## config.mk

```make
export PLATFORM = sky130hd
export DESIGN_NAME = extent_run_list_decoder_top
export DESIGN_NICKNAME = d
export VERILOG_FILES = /design/src/design/erld_pkg.sv /design/src/design/erld_front.sv /design/src/design/erld_fifo.sv /design/src/design/erld_back.sv /design/src/design/extent_run_list_decoder_top.sv
export SDC_FILE = /design/constraint.sdc
export NUM_CORES = 2
export LEC_CHECK = 0
export ABC_AREA = 1
export BUFFER_PORTS_ARGS = -buffer_cell sky130_fd_sc_hd__buf_2
export CAP_MARGIN = 0
export CELL_PAD_IN_SITES_DETAIL_PLACEMENT = 1
export CELL_PAD_IN_SITES_GLOBAL_PLACEMENT = 1
export CORE_ASPECT_RATIO = 2
export CORE_UTILIZATION = 45
export CTS_CLUSTER_SIZE = 10
export DETAILED_ROUTE_END_ITERATION = 6
export GPL_TIMING_DRIVEN = 0
export PLACE_DENSITY_LB_ADDON = 0.25
export SYNTH_ARGS = -nofsm -noshare
export SYNTH_HDL_FRONTEND = slang
export SYNTH_SLANG_ARGS = --single-unit
export TNS_END_PERCENT = 30
```

## constraint.sdc

```tcl
create_clock -name clk -period 10.1 [get_ports clk]
set_input_delay 0 -clock clk [delete_from_list [all_inputs] [get_ports clk]]
set_output_delay 0 -clock clk [all_outputs]
set_load 0.005 [all_outputs]
```

## src/design/erld_pkg.sv

```systemverilog
// ----------------------------------------------------------------------------
// erld_pkg: shared types and codes of the extent run-list decoder
// Payload structs of both channels, the queue entry passed from the byte
// classifier to the run builder, and the status and entry kind codes.
// ----------------------------------------------------------------------------
`timescale 1ns / 1ps

package erld_pkg;

  // Widest length or offset field a header may announce, in bytes
  localparam int unsigned MAX_FIELD_BYTES = 8;

  // Default depth of the queue between classifier and run builder
  localparam int unsigned QUEUE_DEPTH = 4;

  // Result status codes
  localparam logic [2:0] ST_RUN       = 3'd0;
  localparam logic [2:0] ST_END       = 3'd1;
  localparam logic [2:0] ST_BAD_LEN   = 3'd2;
  localparam logic [2:0] ST_BAD_LCN   = 3'd3;
  localparam logic [2:0] ST_TRUNCATED = 3'd4;
  localparam logic [2:0] ST_TOO_WIDE  = 3'd5;

  // Kind of a queued beat
  localparam logic [1:0] KIND_HDR   = 2'd0;  // header opening a record
  localparam logic [1:0] KIND_FIELD = 2'd1;  // length or offset byte
  localparam logic [1:0] KIND_END   = 2'd2;  // zero header, end of list
  localparam logic [1:0] KIND_ERR   = 2'd3;  // header rejected by classifier

  // lcn reported with the end of list
  localparam logic [63:0] LCN_END_MARK = 64'hFFFF_FFFF_FFFF_FFFD;

  typedef struct packed {
    logic [7:0] data_byte;
    logic       first_byte;
    logic       last_byte;
  } in_t;

  typedef struct packed {
    logic [2:0]         status;
    logic [62:0]        run_vcn;
    logic signed [63:0] run_lcn;
    logic [62:0]        run_length;
  } out_t;

  typedef struct packed {
    logic [1:0] kind;
    logic [2:0] status;     // error code for KIND_ERR
    logic       first;      // beat opens a new list
    logic       last;       // beat is the final byte of the region
    logic [7:0] data;
    logic [3:0] idx;        // field byte index within the record
    logic [3:0] len_cnt;    // length bytes of the record
    logic [3:0] off_cnt;    // offset bytes of the record
  } item_t;

endpackage

```

## src/design/erld_front.sv

```systemverilog
// ----------------------------------------------------------------------------
// erld_front: byte classifier
// Tracks the record structure of the byte stream, decodes header bytes and
// tags each beat with its kind and field position for the run builder.
// ----------------------------------------------------------------------------
`timescale 1ns / 1ps

module erld_front (
  input  logic           clk,
  input  logic           rst_n,
  input  logic           in_valid,
  input  logic           in_ready,
  input  erld_pkg::in_t  in_data,
  output logic           push,
  output erld_pkg::item_t item
);

  localparam logic [1:0] PH_HEADER = 2'd0;
  localparam logic [1:0] PH_FIELD  = 2'd1;
  localparam logic [1:0] PH_DONE   = 2'd2;

  logic [1:0] phase_r, phase_nxt;
  logic [3:0] idx_r, idx_nxt;
  logic [3:0] lc_r, lc_nxt;
  logic [3:0] oc_r, oc_nxt;

  logic [1:0] phase_eff;
  logic [3:0] hdr_lc;
  logic [3:0] hdr_oc;
  logic [4:0] idx_inc;
  logic [4:0] rec_len;
  logic       accept;

  assign accept    = in_valid && in_ready;
  assign phase_eff = in_data.first_byte ? PH_HEADER : phase_r;
  assign hdr_lc    = in_data.data_byte[3:0];
  assign hdr_oc    = in_data.data_byte[7:4];
  assign idx_inc   = {1'b0, idx_r} + 5'd1;
  assign rec_len   = {1'b0, lc_r} + {1'b0, oc_r};

  // Classify the beat and advance the record position
  always_comb begin
    phase_nxt    = phase_r;
    idx_nxt      = idx_r;
    lc_nxt       = lc_r;
    oc_nxt       = oc_r;
    push         = 1'b0;
    item         = '0;
    item.first   = in_data.first_byte;
    item.last    = in_data.last_byte;
    item.data    = in_data.data_byte;
    item.idx     = idx_r;
    item.len_cnt = lc_r;
    item.off_cnt = oc_r;
    if (accept) begin
      unique case (phase_eff)
        PH_HEADER: begin
          push      = 1'b1;
          phase_nxt = PH_DONE;
          priority if (in_data.data_byte == 8'd0) begin
            item.kind = erld_pkg::KIND_END;
          end else if (hdr_lc == 4'd0) begin
            item.kind   = erld_pkg::KIND_ERR;
            item.status = erld_pkg::ST_BAD_LEN;
          end else if (hdr_lc > 4'(erld_pkg::MAX_FIELD_BYTES) ||
                       hdr_oc > 4'(erld_pkg::MAX_FIELD_BYTES)) begin
            item.kind   = erld_pkg::KIND_ERR;
            item.status = erld_pkg::ST_TOO_WIDE;
          end else if (in_data.last_byte) begin
            item.kind   = erld_pkg::KIND_ERR;
            item.status = erld_pkg::ST_TRUNCATED;
          end else begin
            item.kind = erld_pkg::KIND_HDR;
            phase_nxt = PH_FIELD;
            idx_nxt   = 4'd0;
            lc_nxt    = hdr_lc;
            oc_nxt    = hdr_oc;
          end
        end
        PH_FIELD: begin
          push      = 1'b1;
          item.kind = erld_pkg::KIND_FIELD;
          priority if (in_data.last_byte) begin
            phase_nxt = PH_DONE;
          end else if (idx_inc == rec_len) begin
            phase_nxt = PH_HEADER;
            idx_nxt   = 4'd0;
          end else begin
            idx_nxt = idx_inc[3:0];
          end
        end
        default: begin
          // finished list: drop beats until a new list opens
          push = 1'b0;
        end
      endcase
    end
  end

  always_ff @(posedge clk) begin
    if (!rst_n) begin
      phase_r <= PH_HEADER;
      idx_r   <= 4'd0;
      lc_r    <= 4'd0;
      oc_r    <= 4'd0;
    end else begin
      phase_r <= phase_nxt;
      idx_r   <= idx_nxt;
      lc_r    <= lc_nxt;
      oc_r    <= oc_nxt;
    end
  end

endmodule

```

## src/design/erld_fifo.sv

```systemverilog
// ----------------------------------------------------------------------------
// erld_fifo: beat queue
// Small first-in first-out queue of classified beats between the byte
// classifier and the run builder.
// ----------------------------------------------------------------------------
`timescale 1ns / 1ps

module erld_fifo #(
  parameter int unsigned DEPTH = erld_pkg::QUEUE_DEPTH
) (
  input  logic            clk,
  input  logic            rst_n,
  input  logic            push,
  input  erld_pkg::item_t push_item,
  input  logic            pop,
  output erld_pkg::item_t head,
  output logic            empty,
  output logic            full
);

  localparam int unsigned AW = (DEPTH > 1) ? $clog2(DEPTH) : 1;
  localparam int unsigned CW = $clog2(DEPTH + 1);

  erld_pkg::item_t mem [DEPTH];

  logic [AW-1:0] wr_ptr_r, wr_ptr_nxt;
  logic [AW-1:0] rd_ptr_r, rd_ptr_nxt;
  logic [CW-1:0] count_r, count_nxt;

  assign empty = (count_r == CW'(0));
  assign full  = (count_r == CW'(DEPTH));
  assign head  = mem[rd_ptr_r];

  // Advance pointers with wrap at the queue depth
  always_comb begin
    wr_ptr_nxt = wr_ptr_r;
    rd_ptr_nxt = rd_ptr_r;
    count_nxt  = count_r;
    if (push) begin
      wr_ptr_nxt = (wr_ptr_r == AW'(DEPTH - 1)) ? '0 : wr_ptr_r + AW'(1);
    end
    if (pop) begin
      rd_ptr_nxt = (rd_ptr_r == AW'(DEPTH - 1)) ? '0 : rd_ptr_r + AW'(1);
    end
    if (push && !pop) begin
      count_nxt = count_r + CW'(1);
    end else if (pop && !push) begin
      count_nxt = count_r - CW'(1);
    end
  end

  always_ff @(posedge clk) begin
    if (!rst_n) begin
      wr_ptr_r <= '0;
      rd_ptr_r <= '0;
      count_r  <= '0;
    end else begin
      wr_ptr_r <= wr_ptr_nxt;
      rd_ptr_r <= rd_ptr_nxt;
      count_r  <= count_nxt;
    end
  end

  // Store the pushed beat
  always_ff @(posedge clk) begin
    if (push) begin
      mem[wr_ptr_r] <= push_item;
    end
  end

`ifndef NO_ASSERTIONS
  a_count_bound: assert property (@(posedge clk) disable iff (!rst_n)
    count_r <= CW'(DEPTH))
    else $error("queue fill count beyond depth");

  a_no_overrun: assert property (@(posedge clk) disable iff (!rst_n)
    full && !pop |-> !push)
    else $error("push into a full queue");

  a_no_underrun: assert property (@(posedge clk) disable iff (!rst_n)
    empty |-> !pop)
    else $error("pop from an empty queue");
`endif

endmodule

```

## src/design/erld_back.sv

```systemverilog
// ----------------------------------------------------------------------------
// erld_back: run builder
// Assembles length and offset fields, keeps the running vcn and lcn, checks
// each record and drives the registered result beat.
// ----------------------------------------------------------------------------
`timescale 1ns / 1ps

module erld_back (
  input  logic            clk,
  input  logic            rst_n,
  input  erld_pkg::item_t head,
  input  logic            empty,
  output logic            pop,
  output logic            out_valid,
  input  logic            out_ready,
  output erld_pkg::out_t  out_data
);

  logic [62:0] vcn_r, vcn_nxt;
  logic [63:0] lcn_r, lcn_nxt;
  logic [63:0] len_r, len_nxt;
  logic [63:0] delta_r, delta_nxt;
  logic        dead_r, dead_nxt;
  logic        out_valid_r, out_valid_nxt;
  erld_pkg::out_t out_r, out_nxt;

  logic [62:0] vcn_base;
  logic [63:0] lcn_base;
  logic        dead_eff;
  logic        can_go;
  logic [4:0]  idx_inc;
  logic [4:0]  rec_len;
  logic        len_done;
  logic        rec_done;
  logic        in_len;
  logic [2:0]  off_pos;
  logic [63:0] len_merged;
  logic [63:0] len_cur;
  logic [63:0] delta_merged;
  logic [63:0] vcn_sum;
  logic [63:0] lcn_sum;
  logic        lcn_bad;

  // Sign-extend a field of n bytes to 64 bits
  function automatic logic [63:0] sext(input logic [63:0] v, input logic [3:0] n);
    logic [63:0] r;
    logic        s;
    r = v;
    s = v[6'({n[2:0], 3'b000} - 6'd1)];
    if (n != 4'd0 && n < 4'd8) begin
      for (int k = 0; k < 8; k++) begin
        if (4'(k) >= n) begin
          r[8*k +: 8] = {8{s}};
        end
      end
    end
    return r;
  endfunction

  assign can_go   = !out_valid_r || out_ready;
  assign pop      = !empty && can_go;
  assign vcn_base = head.first ? '0 : vcn_r;
  assign lcn_base = head.first ? '0 : lcn_r;
  assign dead_eff = head.first ? 1'b0 : dead_r;

  assign idx_inc  = {1'b0, head.idx} + 5'd1;
  assign rec_len  = {1'b0, head.len_cnt} + {1'b0, head.off_cnt};
  assign in_len   = head.idx < head.len_cnt;
  assign len_done = (idx_inc == {1'b0, head.len_cnt});
  assign rec_done = (idx_inc == rec_len);
  assign off_pos  = 3'(head.idx - head.len_cnt);

  // Merge the beat into the length and offset fields
  always_comb begin
    len_merged   = len_r;
    delta_merged = delta_r;
    if (in_len) begin
      len_merged[8*head.idx[2:0] +: 8] = head.data;
    end else begin
      delta_merged[8*off_pos +: 8] = head.data;
    end
  end

  assign len_cur = len_done ? sext(len_merged, head.len_cnt) : len_merged;
  assign vcn_sum = {1'b0, vcn_base} + len_cur;
  assign lcn_sum = lcn_base + sext(delta_merged, head.off_cnt);
  assign lcn_bad = lcn_sum[63] && (lcn_sum != '1);

  // Execute the head beat and load the result register
  always_comb begin
    vcn_nxt       = vcn_r;
    lcn_nxt       = lcn_r;
    len_nxt       = len_r;
    delta_nxt     = delta_r;
    dead_nxt      = dead_r;
    out_nxt       = out_r;
    out_valid_nxt = out_valid_r;
    if (can_go) begin
      out_valid_nxt = 1'b0;
    end
    if (pop) begin
      vcn_nxt  = vcn_base;
      lcn_nxt  = lcn_base;
      dead_nxt = dead_eff;
      out_nxt  = '0;
      if (!dead_eff) begin
        unique case (head.kind)
          erld_pkg::KIND_END: begin
            dead_nxt         = 1'b1;
            out_valid_nxt    = 1'b1;
            out_nxt.status   = erld_pkg::ST_END;
            out_nxt.run_vcn  = vcn_base;
            out_nxt.run_lcn  = erld_pkg::LCN_END_MARK;
          end
          erld_pkg::KIND_ERR: begin
            dead_nxt       = 1'b1;
            out_valid_nxt  = 1'b1;
            out_nxt.status = head.status;
          end
          erld_pkg::KIND_HDR: begin
            len_nxt   = '0;
            delta_nxt = '0;
          end
          default: begin
            len_nxt   = len_cur;
            delta_nxt = delta_merged;
            priority if (len_done && len_cur[63]) begin
              dead_nxt       = 1'b1;
              out_valid_nxt  = 1'b1;
              out_nxt.status = erld_pkg::ST_BAD_LEN;
            end else if (len_done && vcn_sum[63]) begin
              dead_nxt       = 1'b1;
              out_valid_nxt  = 1'b1;
              out_nxt.status = erld_pkg::ST_TOO_WIDE;
            end else if (rec_done && head.off_cnt != 4'd0 && lcn_bad) begin
              dead_nxt       = 1'b1;
              out_valid_nxt  = 1'b1;
              out_nxt.status = erld_pkg::ST_BAD_LCN;
            end else if (head.last) begin
              dead_nxt       = 1'b1;
              out_valid_nxt  = 1'b1;
              out_nxt.status = erld_pkg::ST_TRUNCATED;
            end else if (rec_done) begin
              if (head.off_cnt != 4'd0) begin
                lcn_nxt = lcn_sum;
              end
              vcn_nxt = vcn_sum[62:0];
              // drop zero-length runs, the lcn still moves on
              if (len_cur != '0) begin
                out_valid_nxt      = 1'b1;
                out_nxt.status     = erld_pkg::ST_RUN;
                out_nxt.run_vcn    = vcn_base;
                out_nxt.run_lcn    = (head.off_cnt != 4'd0) ? lcn_sum : '1;
                out_nxt.run_length = len_cur[62:0];
              end
            end
          end
        endcase
      end
    end
  end

  always_ff @(posedge clk) begin
    if (!rst_n) begin
      vcn_r       <= '0;
      lcn_r       <= '0;
      len_r       <= '0;
      delta_r     <= '0;
      dead_r      <= 1'b0;
      out_valid_r <= 1'b0;
    end else begin
      vcn_r       <= vcn_nxt;
      lcn_r       <= lcn_nxt;
      len_r       <= len_nxt;
      delta_r     <= delta_nxt;
      dead_r      <= dead_nxt;
      out_valid_r <= out_valid_nxt;
    end
  end

  always_ff @(posedge clk) begin
    out_r <= out_nxt;
  end

  assign out_valid = out_valid_r;
  assign out_data  = out_r;

`ifndef NO_ASSERTIONS
  a_err_zero_fields: assert property (@(posedge clk) disable iff (!rst_n)
    out_valid_r && out_r.status != erld_pkg::ST_RUN && out_r.status != erld_pkg::ST_END
    |-> out_r.run_vcn == '0 && out_r.run_lcn == '0 && out_r.run_length == '0)
    else $error("error beat carries non-zero fields");

  a_run_nonzero: assert property (@(posedge clk) disable iff (!rst_n)
    out_valid_r && out_r.status == erld_pkg::ST_RUN |-> out_r.run_length != '0)
    else $error("zero-length run emitted");

  a_dead_after_stop: assert property (@(posedge clk) disable iff (!rst_n)
    pop && !dead_eff && (head.kind == erld_pkg::KIND_END || head.kind == erld_pkg::KIND_ERR)
    |=> dead_r && out_valid_r)
    else $error("list not closed after end or error");
`endif

endmodule

```

## src/design/extent_run_list_decoder_top.sv

```systemverilog
// ----------------------------------------------------------------------------
// Extent run-list decoder
// Input channel in_*: one run-list byte per beat with first/last markers.
// Output channel out_*: one beat per decoded run, end of list or error.
// A classifier decodes headers and tags field bytes, a queue decouples it
// from the run builder, which assembles fields and keeps vcn and lcn.
// Throughput: one byte per cycle while the queue is not full; the queue
// fills when a stalled receiver holds the result register.
// A result beat is loaded into the result register once its last input
// byte has passed through the queue.
// Bytes that produce no result (headers, inner field bytes, zero-length
// runs, bytes after an end or error) are consumed without an output beat.
// After an end of list or an error, bytes are ignored until first_byte.
// Reset (rst_n low, synchronous) empties the queue, clears vcn and lcn and
// drops any pending result beat.
// A stalled receiver holds the result register; the queue keeps accepting
// bytes until it fills, then in_ready falls.
// ----------------------------------------------------------------------------
`timescale 1ns / 1ps

module extent_run_list_decoder_top #(
  parameter int unsigned QUEUE_DEPTH = erld_pkg::QUEUE_DEPTH
) (
  input  logic           clk,
  input  logic           rst_n,
  input  logic           in_valid,
  output logic           in_ready,
  input  erld_pkg::in_t  in_data,
  output logic           out_valid,
  input  logic           out_ready,
  output erld_pkg::out_t out_data
);

  logic            push;
  logic            pop;
  logic            empty;
  logic            full;
  erld_pkg::item_t push_item;
  erld_pkg::item_t head;

  assign in_ready = !full;

  // Classify incoming bytes
  erld_front u_front (
    .clk      (clk),
    .rst_n    (rst_n),
    .in_valid (in_valid),
    .in_ready (in_ready),
    .in_data  (in_data),
    .push     (push),
    .item     (push_item)
  );

  // Queue classified beats
  erld_fifo #(
    .DEPTH (QUEUE_DEPTH)
  ) u_fifo (
    .clk       (clk),
    .rst_n     (rst_n),
    .push      (push),
    .push_item (push_item),
    .pop       (pop),
    .head      (head),
    .empty     (empty),
    .full      (full)
  );

  // Build runs and drive results
  erld_back u_back (
    .clk       (clk),
    .rst_n     (rst_n),
    .head      (head),
    .empty     (empty),
    .pop       (pop),
    .out_valid (out_valid),
    .out_ready (out_ready),
    .out_data  (out_data)
  );

endmodule
```

==> run_results.csv, run 1 <==
group,metric,value,unit
yosys,synthFlopType,"edfxtp_1",
yosys,synth-edff-count,301,
global_route,gr-total-overflow,32,
yosys,synth_top_family_by_area,"simple AND/OR/NAND/NOR gates",
run_status,firstError,"[ERROR GRT-0116] Global routing finished with congestion. Check the congestion regions in the DRC Viewer.",
yosys,synth-xor-area-share,0.0202,
yosys,synth_nets,6121,
clock_tree,cts-htree-levels,3,
yosys,synth_common_cells,"1730 x nand2_1, 706 x inv_1, 654 x nor2_1, 597 x a21oi_1, 480 x o21ai_0",
yosys,postSynthAreaPerCell,6.72,um2
global_route,grt_first_pass_wirelength,327000,um
place,gp_congestion,1.12,
yosys,syn_inst,5939,
run_status,status,"aborted with a tool error",
yosys,synth_area_leaders,"edfxtp_1 23%, nand2_1 16%, dfxtp_1 14%, a21oi_1 7.5%, inv_1 6.6%",
yosys,synth.area.mux_share,0.00329,
die,die_h,423,um
die,io_pins,209,
place,port_buffers,208,
yosys,ys_ff_latch,581,
yosys,synth_top_area_frac,0.226,
yosys,synth_area_leader_cell,"edfxtp_1",
yosys,yosys.cell_types.count,62,
die,row_count,154,
run_status,stop_stage,"global routing",
global_route,grt_use_total,0.501,
clock_tree,cts_root_buf,"clkbuf_16",
yosys,yosysMostFrequentCell,"nand2_1",
die,initial_utilization,0.453,
die,fp.dieW,213,um
clock_tree,cts_buffers,69,
yosys,yosysSeqAreaShare,0.367,
place,hpwl,168000,um
yosys,synthSimpleGateAreaFrac,0.287,
global_route,grt_pass1_vias,48800,
yosys,ys_async_sr_fraction,0,
clock_tree,cts_num_sinks,581,
global_route,grt_max_degree,47,
yosys,synth_compound_area_frac,0.172,
yosys,yosys.area_share.adder,0.0538,
yosys,ys_warn_count,0,
clock_tree,cts_max_path_buffers,3,
yosys,netlist_area,39900,um2
==> logic make-up after synthesis <==
kind of cell / Yosys count
buf+inv: 985
xor+xnor: 92
compound gates: 1275
fa+ha+maj: 168
mux: 12
flops: 581
simple gates: 2826
==> metal layers <==
metal	overflow	global-route usage
met2	21	0.838
met1	1	0.424
met3	0	0.160
met4	10	0.616
met5	0	0.00501
==> through the flow <==
stage | hold WS, ps | instances | cell area (um2) | setup WS (ps)
after detailed placement | 241 | 7324 | 42600 | -1690
after CTS | 93.7 | 7469 | 45100 | 13.5
after floorplan | 98.9 | 5939 | 39900 | 2850
after global placement | 233 | 7317 | 42400 | -1700
==> what timing repair did <==
action	4_1_cts
gates resized for setup	37
setup buffers	6
endpoints found under the setup margin	322
hold buffers	13
pin swaps	4
endpoints found under the hold margin	76
==> inputs of run 2 (changes only) <==
--- a/config.mk
+++ b/config.mk
@@ -8,14 +8,10 @@
 export ABC_AREA = 1
 export BUFFER_PORTS_ARGS = -buffer_cell sky130_fd_sc_hd__buf_2
 export CAP_MARGIN = 0
-export CELL_PAD_IN_SITES_DETAIL_PLACEMENT = 1
-export CELL_PAD_IN_SITES_GLOBAL_PLACEMENT = 1
-export CORE_ASPECT_RATIO = 2
-export CORE_UTILIZATION = 45
-export CTS_CLUSTER_SIZE = 10
+export CORE_UTILIZATION = 35
 export DETAILED_ROUTE_END_ITERATION = 6
 export GPL_TIMING_DRIVEN = 0
-export PLACE_DENSITY_LB_ADDON = 0.25
+export PLACE_DENSITY_LB_ADDON = 0.15
 export SYNTH_ARGS = -nofsm -noshare
 export SYNTH_HDL_FRONTEND = slang
 export SYNTH_SLANG_ARGS = --single-unit
==> run_results.csv, run 2 <==
group,metric,value,unit
yosys,netlist_area,39900,um2
cells_and_area,syn2layout_area_growth,14.9,%
clock_tree,cts_max_path_buffers,3,
yosys,synth_common_cells,"1730 x nand2_1, 706 x inv_1, 654 x nor2_1, 597 x a21oi_1, 480 x o21ai_0",
clock_tree,cts_num_sinks,581,
timing,finalMaxSlewViolations,0,
timing,hold_slack,130,ps
cells_and_area,stdcell_count,7808,
timing,min_period,9710,ps
clock_tree,cts_buffers,72,
yosys,synth_area_leaders,"edfxtp_1 23%, nand2_1 16%, dfxtp_1 14%, a21oi_1 7.5%, inv_1 6.6%",
detailed_routing,route.detailed.wl_per_inst,21.6,um
run_status,status,"finished clean",
yosys,ys_ff_latch,581,
cells_and_area,multi_input_area,21600,um2
place,port_buffers,208,
detailed_routing,via_per_inst,5.22,
die,io_pins,209,
timing,clock.fmax,0.103,GHz
place,hpwl,136000,um
global_route,grt_first_pass_wirelength,245000,um
cells_and_area,drive_above_1_share,0.0789,
clock_tree,cts_root_buf,"clkbuf_16",
timing,slew_headroom,0.111,
detailed_routing,num_vias,40800,
timing,fin_crit_sh,0.961,
flow_run,cap_violations,0,
global_route,grt_pass1_vias,37900,
cells_and_area,n_antenna_cell,0,
detailed_routing,dr.pass1.iters,6,
timing,worst_slew_pin_slew,1330,ps
cells_and_area,seqCellArea,14600,um2
detailed_routing,post-route-drc-count,0,
yosys,synth_top_area_frac,0.226,
die,die_h,340,um
die,coreArea,113000,um2
die,fp.dieW,340,um
clock_tree,cts.clk_slew.worst_paths,60,ps
setup_path,timing.reg2reg.setup_slack,390,ps
place,gp_congestion,0.998,
place,dp.cells,7657,
timing,fin_tns_setup,0,ps
timing,finalClockSkew,51.5,ps
cells_and_area,largest_reg_flops,193,
setup_path,critPathKind,"reg2reg",
yosys,synth-edff-count,301,
setup_path,cp-end-kind,"register",
clock_tree,cts_tree,"done",
setup_path,crit_fanout,10,
setup_path,crit_required,10530,ps
detailed_routing,ant_nets,0,
setup_path,slowest_delay,620,ps
clock_tree,cts-htree-levels,3,
global_route,antenna_found_initial,3,
yosys,syn_inst,5939,
die,dieArea,115000,um2
yosys,yosysSeqAreaShare,0.367,
yosys,synth_area_leader_cell,"edfxtp_1",
cells_and_area,fin_nets,6430,
clock_tree,insertion_delay,690,ps
cells_and_area,mostFrequentLayoutCell,"nand2_1",
timing,hold_violations,0,
yosys,yosys.cell_types.count,62,
yosys,synth_nets,6121,
detailed_routing,drt_wl_total,169000,um
die,initial_utilization,0.354,
cells_and_area,fillers,12100,
cells_and_area,post-route-util,0.407,
setup_path,crit_top_cell,"nand2_1",
global_route,grt_max_degree,42,
setup_path,critPathLaunchType,"register",
setup_path,crit_arrival,10130,ps
global_route,grt_use_total,0.285,
yosys,ys_async_sr_fraction,0,
cells_and_area,layout_common_cells,"1729 x nand2_1, 706 x inv_1, 644 x nor2_1",
timing,setup_viol_count_final,0,
die,row_count,123,
global_route,gr-total-overflow,0,
yosys,synthFlopType,"edfxtp_1",
yosys,postSynthAreaPerCell,6.72,um2
setup_path,cp_slowest_cell,"fa_1",
detailed_routing,dr.first_iter.drc_count,3734,
yosys,ys_warn_count,0,
hold_path,hold_path.class,"in2reg",
yosys,yosysMostFrequentCell,"nand2_1",
[run 2: stage by stage]
| step | instance area (um2) | setup slack (ps) |
|---|---|---|
| 4_1_cts | 45800 | 60.9 |
| 3_3_place_gp | 42800 | -2210 |
| 5_1_grt | 45900 | -4.20 |
| 2_1_floorplan | 39900 | 2850 |
| 6_report | 45900 | 394 |
| 3_5_place_dp | 43100 | -157 |
[run 2: routing by layer]
layer / track usage / up-vias / routed length (um)
met5: 0 / - / 0
met4: 0.193 / 0 / 13100
met3: 0.0367 / 379 / 9930
met2: 0.464 / 1419 / 76600
met1: 0.353 / 18900 / 69400
li1: - / 20000 / -
[run 2: final timing paths]
| kind | startpoint | end | cells past startpoint |
|---|---|---|---|
| hold / removal | in_data[1] | u_fifo.mem[3][21] | 2 |
| hold reg to reg | u_front.phase_r[0] | u_front.phase_r[0] | 2 |
| setup reg to reg | register | u_back.out_data[66] | 44 |
| setup / recovery | register | u_back.out_data[66] | 44 |
[run 2: worst max-delay path, delay by kind of cell, from the launching register on]
kind / cells / cell delay, ps
xor gates and xnor gates: 1 / 350
and+or+nand+nor: 20 / 3240
adders and majority gates: 5 / 1680
DFF: 1 / 340
AOI/OAI and AO/OA: 10 / 2450
buffers and inverters: 8 / 1400
[run 2: timing repair]
action,in CTS,in global routing
setup endpoints to repair,208,321
resized for setup,2,23
hold buffers,13,0
pin swaps,1,2
buffers inserted,1,3
hold endpoints to repair,81,0
[run 2: kinds of logic (layout without fill, tap and decap cells)]
logic type | Yosys count | after routing | synth area share
simple gates | 2826 | 2826 | 0.287
fa+ha+maj | 168 | 168 | 0.0538
flops | 581 | 581 | 0.367
compound gates | 1275 | 1275 | 0.172
xor+xnor | 92 | 92 | 0.0202
mux | 12 | 12 | 0.00329
buf+inv | 985 | 1354 | 0.0971
[run 2: layout make-up]
| class | instances | area share |
|---|---|---|
| multi-input cells | 4373 | 0.470 |
| flip-flops and latches | 581 | 0.319 |
| clock inverters | 45 | 0.0125 |
| repair buffers | 235 | 0.0310 |
| plain buffers | 260 | 0.0251 |
| well taps | 1500 | 0.0409 |
| clock buffers | 89 | 0.0423 |
| inverters | 725 | 0.0595 |
Power of run 2 is not shown: default switching activity piles up to over one toggle a cycle in this logic, so the estimate is an artifact.
